### src/rtl/assert_macros.svh
// Assertion macros for the compressor RTL.
`ifndef ASSERT_MACROS_SVH
`define ASSERT_MACROS_SVH
`ifndef SYNTHESIS
`define ASSERT_RST(label, clk, rst_n, prop) \
    label: assert property (@(posedge clk) disable iff (!rst_n) prop) \
        else $error("assertion failed");
`define ASSERT_ALWAYS(label, clk, prop) \
    label: assert property (@(posedge clk) prop) \
        else $error("assertion failed");
`else
`define ASSERT_RST(label, clk, rst_n, prop)
`define ASSERT_ALWAYS(label, clk, prop)
`endif
`endif

### src/rtl/bdcc_pkg.sv
// Types and constants of the bitmask dictionary code compressor.
package bdcc_pkg;

    localparam int WORD_BITS     = 32;
    localparam int DICT_SLOTS    = 8;
    localparam int DICT_IDX_BITS = 3;
    localparam int POS_BITS      = 5;
    localparam int MAX_RUN       = 4;
    localparam int RUN_BITS      = 3;
    localparam int CODE_W        = 40;
    localparam int ENTRY_CODE_W  = 35;
    localparam int LEN_W         = 6;

    // format prefixes
    localparam logic [2:0] OP_RUN      = 3'b000;
    localparam logic [2:0] OP_MASK     = 3'b001;
    localparam logic [2:0] OP_ONE      = 3'b010;
    localparam logic [2:0] OP_TWO_ADJ  = 3'b011;
    localparam logic [2:0] OP_TWO_FAR  = 3'b100;
    localparam logic [2:0] OP_DIRECT   = 3'b101;
    localparam logic [2:0] OP_RAW      = 3'b110;

    // code lengths
    localparam logic [LEN_W-1:0] LEN_RUN     = 6'd5;
    localparam logic [LEN_W-1:0] LEN_DIRECT  = 6'd6;
    localparam logic [LEN_W-1:0] LEN_ONE     = 6'd11;
    localparam logic [LEN_W-1:0] LEN_TWO_ADJ = 6'd11;
    localparam logic [LEN_W-1:0] LEN_MASK    = 6'd15;
    localparam logic [LEN_W-1:0] LEN_TWO_FAR = 6'd16;
    localparam logic [LEN_W-1:0] LEN_RAW     = 6'd35;
    localparam logic [LEN_W-1:0] LEN_NONE    = 6'd40;

    typedef struct packed {
        logic [WORD_BITS-1:0] data_word;
        logic                 end_of_stream;
    } in_item_t;

    typedef struct packed {
        logic [CODE_W-1:0] code_bits;
        logic [LEN_W-1:0]  code_length;
    } out_item_t;

    typedef struct packed {
        logic [ENTRY_CODE_W-1:0] code;
        logic [LEN_W-1:0]        len;
    } coder_res_t;

endpackage

### src/rtl/bitmask_dictionary_code_compressor.sv
// Top level of the bitmask dictionary code compressor.
//
//  port group  dir   handshake          carries
//  s_          in    s_valid / s_ready  in_item_t  (data_word, end_of_stream)
//  m_          out   m_valid / m_ready  out_item_t (code_bits, code_length)
//  cfg_        in    cfg_we             cfg_index, cfg_data (dictionary words)
//
// One item per cycle sustained while m_ready is high; an item passes the input stage
// register, then the result register, on its way to m_, with the parallel coders
// (one per dictionary entry) and the length select between them.
// A repeat of the previous word is absorbed into the run count and yields no item unless it ends the stream.
// Reset clears the dictionary, the previous word and the run state.
// s_ready drops only while both stages hold items and m_ready is low.
`include "assert_macros.svh"
module bitmask_dictionary_code_compressor
    import bdcc_pkg::*;
#(
    parameter int DICT_ENTRIES = 8
) (
    input  logic                     aclk,
    input  logic                     aresetn,
    input  logic                     cfg_we,
    input  logic [DICT_IDX_BITS-1:0] cfg_index,
    input  logic [WORD_BITS-1:0]     cfg_data,
    input  logic                     s_valid,
    output logic                     s_ready,
    input  in_item_t                 s_item,
    output logic                     m_valid,
    input  logic                     m_ready,
    output out_item_t                m_item
);

    logic [WORD_BITS-1:0] dict_reg [DICT_ENTRIES];

    logic [WORD_BITS-1:0] prev_word_reg, prev_word_next;
    logic                 prev_valid_reg, prev_valid_next;
    logic [RUN_BITS-1:0]  run_count_reg, run_count_next;

    logic                 st_valid_reg;
    logic [WORD_BITS-1:0] st_word_reg;
    logic                 st_has_word_reg, st_has_word_next;
    logic                 st_has_run_reg, st_has_run_next;
    logic [1:0]           st_run_code_reg, st_run_code_next;
    logic                 emit_next;

    logic                 m_valid_reg;
    out_item_t            m_item_reg, m_item_next;

    logic                 s_fire;
    logic                 out_ready;
    logic                 is_repeat;

    coder_res_t           coder_res [DICT_ENTRIES];
    logic [ENTRY_CODE_W-1:0] best_code;
    logic [LEN_W-1:0]     best_len;
    logic [4:0]           run_field;

    assign out_ready = !m_valid_reg || m_ready;
    assign s_ready   = !st_valid_reg || out_ready;
    assign s_fire    = s_valid && s_ready;
    assign m_valid   = m_valid_reg;
    assign m_item    = m_item_reg;

    // dictionary
    always_ff @(posedge aclk) begin
        for (int i = 0; i < DICT_ENTRIES; i++) begin
            if (!aresetn) begin
                dict_reg[i] <= '0;
            end else if (cfg_we && cfg_index == DICT_IDX_BITS'(i)) begin
                dict_reg[i] <= cfg_data;
            end
        end
    end

    // run tracking at accept
    always_comb begin
        is_repeat        = prev_valid_reg && (s_item.data_word == prev_word_reg)
                           && (run_count_reg < RUN_BITS'(MAX_RUN));
        prev_word_next   = prev_word_reg;
        prev_valid_next  = prev_valid_reg;
        run_count_next   = run_count_reg;
        st_has_word_next = 1'b0;
        st_has_run_next  = 1'b0;
        st_run_code_next = 2'(run_count_reg - RUN_BITS'(1));
        emit_next        = 1'b0;
        if (s_fire) begin
            if (is_repeat) begin
                st_has_run_next  = 1'b1;
                st_run_code_next = run_count_reg[1:0];
                emit_next        = s_item.end_of_stream;
                run_count_next   = s_item.end_of_stream ? '0 : run_count_reg + RUN_BITS'(1);
                prev_valid_next  = !s_item.end_of_stream;
            end else begin
                st_has_word_next = 1'b1;
                st_has_run_next  = prev_valid_reg && (run_count_reg != '0);
                emit_next        = 1'b1;
                prev_word_next   = s_item.data_word;
                prev_valid_next  = !s_item.end_of_stream;
                run_count_next   = '0;
            end
        end
    end

    always_ff @(posedge aclk) begin
        if (!aresetn) begin
            prev_word_reg  <= '0;
            prev_valid_reg <= 1'b0;
            run_count_reg  <= '0;
            st_valid_reg   <= 1'b0;
        end else begin
            prev_word_reg  <= prev_word_next;
            prev_valid_reg <= prev_valid_next;
            run_count_reg  <= run_count_next;
            if (s_ready) begin
                st_valid_reg <= emit_next;
            end
        end
    end

    always_ff @(posedge aclk) begin
        if (s_fire) begin
            st_word_reg     <= s_item.data_word;
            st_has_word_reg <= st_has_word_next;
            st_has_run_reg  <= st_has_run_next;
            st_run_code_reg <= st_run_code_next;
        end
    end

    // per-entry coders
    for (genvar g = 0; g < DICT_ENTRIES; g++) begin : g_coder
        bdcc_coder u_coder (
            .word      (st_word_reg),
            .dict_word (dict_reg[g]),
            .idx       (DICT_IDX_BITS'(g)),
            .res       (coder_res[g])
        );
    end

    // shortest code, lowest index on a tie
    always_comb begin
        best_len  = LEN_NONE;
        best_code = '0;
        for (int i = 0; i < DICT_ENTRIES; i++) begin
            if (coder_res[i].len < best_len) begin
                best_len  = coder_res[i].len;
                best_code = coder_res[i].code;
            end
        end
    end

    assign run_field = {OP_RUN, st_run_code_reg};

    always_comb begin
        if (st_has_word_reg) begin
            if (st_has_run_reg) begin
                m_item_next.code_bits   = (CODE_W'(run_field) << best_len)
                                          | CODE_W'(best_code);
                m_item_next.code_length = best_len + LEN_RUN;
            end else begin
                m_item_next.code_bits   = CODE_W'(best_code);
                m_item_next.code_length = best_len;
            end
        end else begin
            m_item_next.code_bits   = CODE_W'(run_field);
            m_item_next.code_length = LEN_RUN;
        end
    end

    always_ff @(posedge aclk) begin
        if (!aresetn) begin
            m_valid_reg <= 1'b0;
        end else if (out_ready) begin
            m_valid_reg <= st_valid_reg;
        end
    end

    always_ff @(posedge aclk) begin
        if (out_ready && st_valid_reg) begin
            m_item_reg <= m_item_next;
        end
    end

    `ASSERT_RST(a_len_range, aclk, aresetn, m_valid |-> (m_item.code_length >= LEN_RUN) && (m_item.code_length <= LEN_NONE))
    `ASSERT_RST(a_run_cap, aclk, aresetn, run_count_reg <= RUN_BITS'(MAX_RUN))
    `ASSERT_RST(a_no_run_without_word, aclk, aresetn, !prev_valid_reg |-> run_count_reg == '0)
    `ASSERT_RST(a_stage_nonempty, aclk, aresetn, (st_valid_reg && !st_has_word_reg) |-> st_has_run_reg)
    `ASSERT_RST(a_eos_ends_stream, aclk, aresetn, (s_fire && s_item.end_of_stream) |=> !prev_valid_reg)
    `ASSERT_ALWAYS(a_reset_empties, aclk, !aresetn |=> !m_valid && !st_valid_reg)

endmodule

### src/rtl/bdcc_coder.sv
// Codes one word against one dictionary entry and reports the code length.
module bdcc_coder
    import bdcc_pkg::*;
(
    input  logic [WORD_BITS-1:0]     word,
    input  logic [WORD_BITS-1:0]     dict_word,
    input  logic [DICT_IDX_BITS-1:0] idx,
    output coder_res_t               res
);

    function automatic logic [POS_BITS-1:0] first_pos(input logic [WORD_BITS-1:0] x);
        logic [POS_BITS-1:0] p;
        p = POS_BITS'(WORD_BITS - 1);
        for (int i = 0; i < WORD_BITS; i++) begin
            if (x[i]) begin
                p = POS_BITS'(WORD_BITS - 1 - i);
            end
        end
        return p;
    endfunction

    function automatic logic [POS_BITS-1:0] last_pos(input logic [WORD_BITS-1:0] x);
        logic [POS_BITS-1:0] p;
        p = '0;
        for (int i = WORD_BITS - 1; i >= 0; i--) begin
            if (x[i]) begin
                p = POS_BITS'(WORD_BITS - 1 - i);
            end
        end
        return p;
    endfunction

    logic [WORD_BITS-1:0] diff;
    logic [WORD_BITS-1:0] diff_sh;
    logic [LEN_W-1:0]     n_ones;
    logic [POS_BITS-1:0]  f_pos;
    logic [POS_BITS-1:0]  l_pos;
    logic [POS_BITS-1:0]  span;
    logic [3:0]           mask;

    assign diff    = word ^ dict_word;
    assign n_ones  = LEN_W'($countones(diff));
    assign f_pos   = first_pos(diff);
    assign l_pos   = last_pos(diff);
    assign span    = l_pos - f_pos;
    assign diff_sh = diff << f_pos;
    assign mask    = diff_sh[WORD_BITS-1 -: 4];

    always_comb begin
        priority if (n_ones == '0) begin
            res.code = ENTRY_CODE_W'({OP_DIRECT, idx});
            res.len  = LEN_DIRECT;
        end else if (n_ones == LEN_W'(1)) begin
            res.code = ENTRY_CODE_W'({OP_ONE, f_pos, idx});
            res.len  = LEN_ONE;
        end else if (n_ones == LEN_W'(2) && span == POS_BITS'(1)) begin
            res.code = ENTRY_CODE_W'({OP_TWO_ADJ, f_pos, idx});
            res.len  = LEN_TWO_ADJ;
        end else if (n_ones <= LEN_W'(4) && span <= POS_BITS'(3)) begin
            res.code = ENTRY_CODE_W'({OP_MASK, f_pos, mask, idx});
            res.len  = LEN_MASK;
        end else if (n_ones == LEN_W'(2)) begin
            res.code = ENTRY_CODE_W'({OP_TWO_FAR, f_pos, l_pos, idx});
            res.len  = LEN_TWO_FAR;
        end else begin
            res.code = {OP_RAW, word};
            res.len  = LEN_RAW;
        end
    end

endmodule
### config.mk
export PLATFORM = sky130hd
export DESIGN_NAME = bitmask_dictionary_code_compressor
export DESIGN_NICKNAME = d
export VERILOG_FILES = /design/src/rtl/bdcc_pkg.sv /design/src/rtl/bitmask_dictionary_code_compressor.sv /design/src/rtl/bdcc_coder.sv
export VERILOG_INCLUDE_DIRS = /design/src /design/src/rtl
export SDC_FILE = /design/constraint.sdc
export NUM_CORES = 2
export LEC_CHECK = 0
export ABC_AREA = 1
export BUFFER_PORTS_ARGS = -buffer_cell sky130_fd_sc_hd__buf_2
export CORE_UTILIZATION = 65
export DETAILED_ROUTE_END_ITERATION = 6
export GPL_TIMING_DRIVEN = 1
export PLACE_DENSITY = 0.82
export SLEW_MARGIN = 20
export SYNTH_ARGS = -nofsm -noshare
export SYNTH_HDL_FRONTEND = slang
export SYNTH_HIERARCHICAL = 1
export SYNTH_SLANG_ARGS = --single-unit
### constraint.sdc
create_clock -name aclk -period 42.2 [get_ports aclk]
set_input_delay 2.11 -clock aclk [delete_from_list [all_inputs] [get_ports aclk]]
set_output_delay 2.11 -clock aclk [all_outputs]
set_load 0.03 [all_outputs]
After elaboration in Yosys (flattened, before gate mapping)
Memory sizes are Yosys's and may differ from the RTL's.
Index checks and enable logic that the tools add are counted.

operators by class
  $add $sub $neg = 259
  magnitude comparators = 25
  eq/ne operators = 32
  shift-type cells = 9
  muxes and demuxes = 593
  bitwise logic cells = 18
  reduce and logical (&&, ||, !) cells = 46

operators by type and width
  cell                                                                              number
  41-bit two-way mux                                                                41
  5-bit two-way mux                                                                 256
  6-bit adder                                                                       120
  4-bit two-way mux                                                                 128
  35-bit two-way mux                                                                8
  1-bit by 1-bit adder with 2-bit output                                            128
  32-bit two-way mux                                                                8
  32-bit by 5-bit left shift with 32-bit output                                     8
  32-bit bitwise XOR                                                                8
  3-bit two-way mux                                                                 66
  2-bit two-way mux                                                                 33
  6-bit by 1-bit equality test with 1-bit output, second input constant             8
  6-bit by 2-bit equality test with 1-bit output, second input constant             8
  6-bit by 3-bit less-or-equal comparator with 1-bit output, second input constant  8
  6-bit zero test                                                                   8
  6-bit two-way mux                                                                 8
  1-bit two-way mux                                                                 44
  6-bit less-than comparator                                                        7
  5-bit by 1-bit equality test with 1-bit output, second input constant             8
  5-bit by 2-bit less-or-equal comparator with 1-bit output, second input constant  8
  40-bit by 35-bit bitwise OR with 40-bit output                                    1
  2-bit by 6-bit left shift with 40-bit output                                      1
  5-bit subtractor                                                                  8
  32-bit equality test                                                              1
  17 further kinds                                                                  60

word-level totals
  bits in registers = 120
  RAM bits = 256
  bits of input ports = 73
  word-level logic and storage cells = 996
  memories kept = 1

memory list
  name      depth  bits a word  rd ports  clocked after memory_dff  wr ports  RTL line                                  RTL
  dict_reg  8      32           8         0                         8         bitmask_dictionary_code_compressor.sv:33  logic [WORD_BITS-1:0] dict_reg [DICT_ENTRIES];

Logic depth before layout (Yosys ltp)
An unclocked memory read counts as a cell.

  depth after elaboration = 60
  depth in mapped cells = 113

By module
The synthesis kept the hierarchy.

modules (own cells, without submodules)
  module                               times used  cells an instance  area an instance (um2)
  bitmask_dictionary_code_compressor   1           2054               19085.8
  bdcc_coder (g_coder[0].u_coder ...)  2           631                3638.5
  bdcc_coder (g_coder[4].u_coder)      1           649                3737.3
  bdcc_coder (g_coder[7].u_coder)      1           636                3599.7
  bdcc_coder (g_coder[3].u_coder)      1           630                3537.1
  bdcc_coder (g_coder[5].u_coder)      1           629                3532.1
  bdcc_coder (g_coder[6].u_coder)      1           632                3514.6
  bdcc_coder (g_coder[2].u_coder)      1           622                3485.8

Worst setup path before layout
OpenSTA, ideal clock, no wires.

  kind = register to register
  start point = reg st_word_reg[25]
  end point = reg m_item_reg, in the netlist m_item[1], data pin
  setup time = 0.256 ns
  data arrival time = 15.143 ns
  setup slack = 26.802 ns
  stages on the path, launching flop included = 93
  buffers on the path = 6
  clock period less this slack = 15.398 ns
  cells stage by stage = edfxtp_1 > xnor2_1 > fa_1 > fa_1 > xnor2_1 > inv_1 > ha_1 > ha_1 > fa_1 > xnor2_1 > fa_1 > inv_1 > fa_1 > inv_1 > fa_1 > inv_1 > ha_1 > a21oi_1 > [... 57 more ...] > nand2_1 > nor2_2 > nand3_2 > nand3_4 > clkinv_1 > o21ai_0 > inv_1 > ha_1 > nand2_1 > nor2_2 > nand3_4 > nand3_4 > buf_6 > nand2_1 > nand2_2 > ha_1 > o211ai_1 > inv_1

RTL lines
  what                      RTL line                                   RTL
  start: declaration        bitmask_dictionary_code_compressor.sv:40   logic [WORD_BITS-1:0] st_word_reg;
  start signal: assignment  bitmask_dictionary_code_compressor.sv:122  st_word_reg <= s_item.data_word;
  end signal: assignment    bitmask_dictionary_code_compressor.sv:179  m_item_reg <= m_item_next;
  end: declaration          bitmask_dictionary_code_compressor.sv:47   out_item_t m_item_reg, m_item_next;

==> out/qor.yml <==
clockBufferDepth: 3
cts_hold_buf: 0
min_path_cells: 2
arrival_ns: 24.07
cp_max_fo: 80
via_per_inst: 6.092
synth_top_area_frac: 0.2125
final-setup-viol-count: 0
fin_nets: 7644
utilization: 0.6934
hp-class: "reg2reg"
max_slew_margin: 0.1424
slowest_stage: "inv_1"
yosys-top-cells-area: "edfxtp_1 21%, nand2_1 13%, inv_1 9.3%, nor2_1 7.9%, fa_1 7.7%"
reg2reg_from: "st_word_reg[27]"
hold-path-endpoint: "run_count_reg[2]"
initial_utilization: 0.6559
setup_tns_ns: 0
final.period_utilization: 0.5615
clk_latency_ns: 0.62
first_pass_iters: 7
pin_count: 121
clkTransAtPathRegs_ns: 0.06
layout-drive-gt1-share: 0.07938
cts_setup_buffers: 0
die_h_um: 273.1
track_usage: 0.4814
cpMostUsedCell: "nand2_1"
layout.cells.non_filler: 8162
grt_max_degree: 81
status: "completed"
port_buffers: 120
synth-edff-count: 338
slew_violations: 0
drt_iter0_drc: 7162
wl_um: 182700
htreeDepth: 2
r2r_end: "m_item[5]"
cts_root_buffer: "clkbuf_16"
ys_ff_latch: 376
cp-start-kind: "flop"
ys_warn_count: 6
core-area_um2: 72830
cts.repair.resized: 0
syn_to_final_growth_pct: 5.723
hpwl_um: 132400
syn_inst: 7114
ant_nets: 0
grt_pass1_vias: 45190
finalCriticalPeriod_ns: 23.70
antenna_found_initial: 4
drc: 0
cts_sinks: 376
synth-seq-area-share: 0.2284
largest_register_ffs: 256
yosys.area.top_type: "edfxtp_1"
yosysUniqueCellTypes: 64
place.gp.congestion: 1.087
reg2reg_slack_ns: 18.50
worstSetupEndpointType: "flop"
fmax_mhz: 42.20
grt_pass1_wl_um: 270200
grt_overflow_total: 0
drt-wirelength-per-cell_um: 22.39
grt_setup_unrepaired: "no"
netlist_area_um2: 47770
hold_viol: 0
cap_violations: 0
dpl.cell_count: 8070
die_width_um: 273.1
hp-start: "run_count_reg[2]"
worstPathRequired_ns: 42.57
worstMarginPinSlew_ns: 1.285
num_vias: 49720
clock_skew_ns: 0.03452
ys.flop_type: "edfxtp_1"
reg2regPathDepth: 87
async_reset_ff_frac: 0
syn_area_per_cell_um2: 6.715
dieArea_um2: 74580
cts_buffers: 45
critPathMaxStageDelay_ns: 0.74
cts_tree: "done"
worstSetupPathType: "reg2reg"
num_rows: 99
## worst max-delay path by stage
stage / slack (ns) / start / endpoint / cells past startpoint
3_3_place_gp: 19.60 / st_word_reg[25] / m_item[5] / 89
3_5_place_dp: 19.06 / st_word_reg[25] / m_item[5] / 90
2_1_floorplan: 26.80 / st_word_reg[25] / m_item[1] / 92
6_report: 18.50 / st_word_reg[27] / m_item[5] / 87
4_1_cts: 19.00 / st_word_reg[25] / m_item[5] / 90
5_1_grt: 16.51 / st_word_reg[25] / m_item[5] / 87
## logic make-up after synthesis
| group | share of synthesized area |
|---|---|
| fa+ha+maj | 0.1371 |
| mux | 0.001467 |
| flops | 0.2284 |
| simple gates | 0.3082 |
| xor+xnor | 0.06383 |
| other cells | 0.0007859 |
| compound gates | 0.1339 |
| buf+inv | 0.1262 |
## worst max-delay path: cells and delay by family (launching register included)
| kind | cells | cell delay (ns) |
|---|---|---|
| buffers and inverters | 15 | 3.46 |
| and+or+nand+nor | 38 | 7.97 |
| xor gates and xnor gates | 3 | 0.77 |
| AOI/OAI and AO/OA | 15 | 4.75 |
| DFF | 1 | 0.35 |
| adders and majority gates | 16 | 5.96 |
## cells in the mapped netlist, types with 44 or more instances
master,number
a21oi_1,280
nand2_1,1597
buf_2,45
nand4_1,48
buf_4,44
fa_1,184
inv_1,1187
nand2_2,54
o21ai_1,92
o21ai_0,333
or2_2,52
nor2_1,1001
edfxtp_1,338
xnor2_1,230
ha_1,229
o211ai_1,137
nand3_1,561
clkbuf_1,100
## layer usage
metal | up-vias | share of wire | GRT usage
met5 | - | 0.00014 | 0
met4 | 4 | 0.091 | 0.3789
met3 | 786 | 0.13 | 0.1346
met2 | 3287 | 0.41 | 0.7003
met1 | 22790 | 0.36 | 0.6004
li1 | 22850 | - | -
## final cells by class
cell class	instances	area, um2
Multi-Input combinational cell	5305	30940
Antenna cell	10	25.02
Timing Repair Buffer	208	1261
Clock buffer	49	1151
Clock inverter	33	427.9
Fill cell	6427	22330
Tap cell	959	1200
Inverter	1222	4587
Sequential cell	376	10910
## cell usage in the layout (no fill, tap or decap), types with 31 or more instances in the layout
cell	netlist	final
nand2_1	1597	1597
inv_1	1187	1187
nor2_1	1001	1001
nand3_1	561	560
edfxtp_1	338	338
o21ai_0	333	332
a21oi_1	280	279
xnor2_1	230	230
ha_1	229	229
fa_1	184	184
o211ai_1	137	137
buf_2	45	120
o21ai_1	92	92
buf_4	44	88
nand2_2	54	54
or2_2	52	52
nand4_1	48	48
clkbuf_16	0	45
xor2_1	42	42
a31oi_1	41	41
xnor2_2	41	41
dfxtp_1	38	38
a211oi_1	34	34
conb_1	10	32
nor2_2	31	31
## metrics by stage
step / setup slack, ns / instance area, um2 / hold WS (ns)
finish: 18.50 / 50500 / 0.4736
global route: 16.51 / 50480 / 0.4979
CTS: 19.00 / 50460 / 0.4768
detailed placement: 19.06 / 48880 / 0.4673
global placement: 19.60 / 48880 / 0.4566
floorplan: 26.80 / 47850 / 0.4415
Power is left out: the tool's default activity adds up to more than one toggle a clock period on the data nets, which glitch-free logic cannot reach.
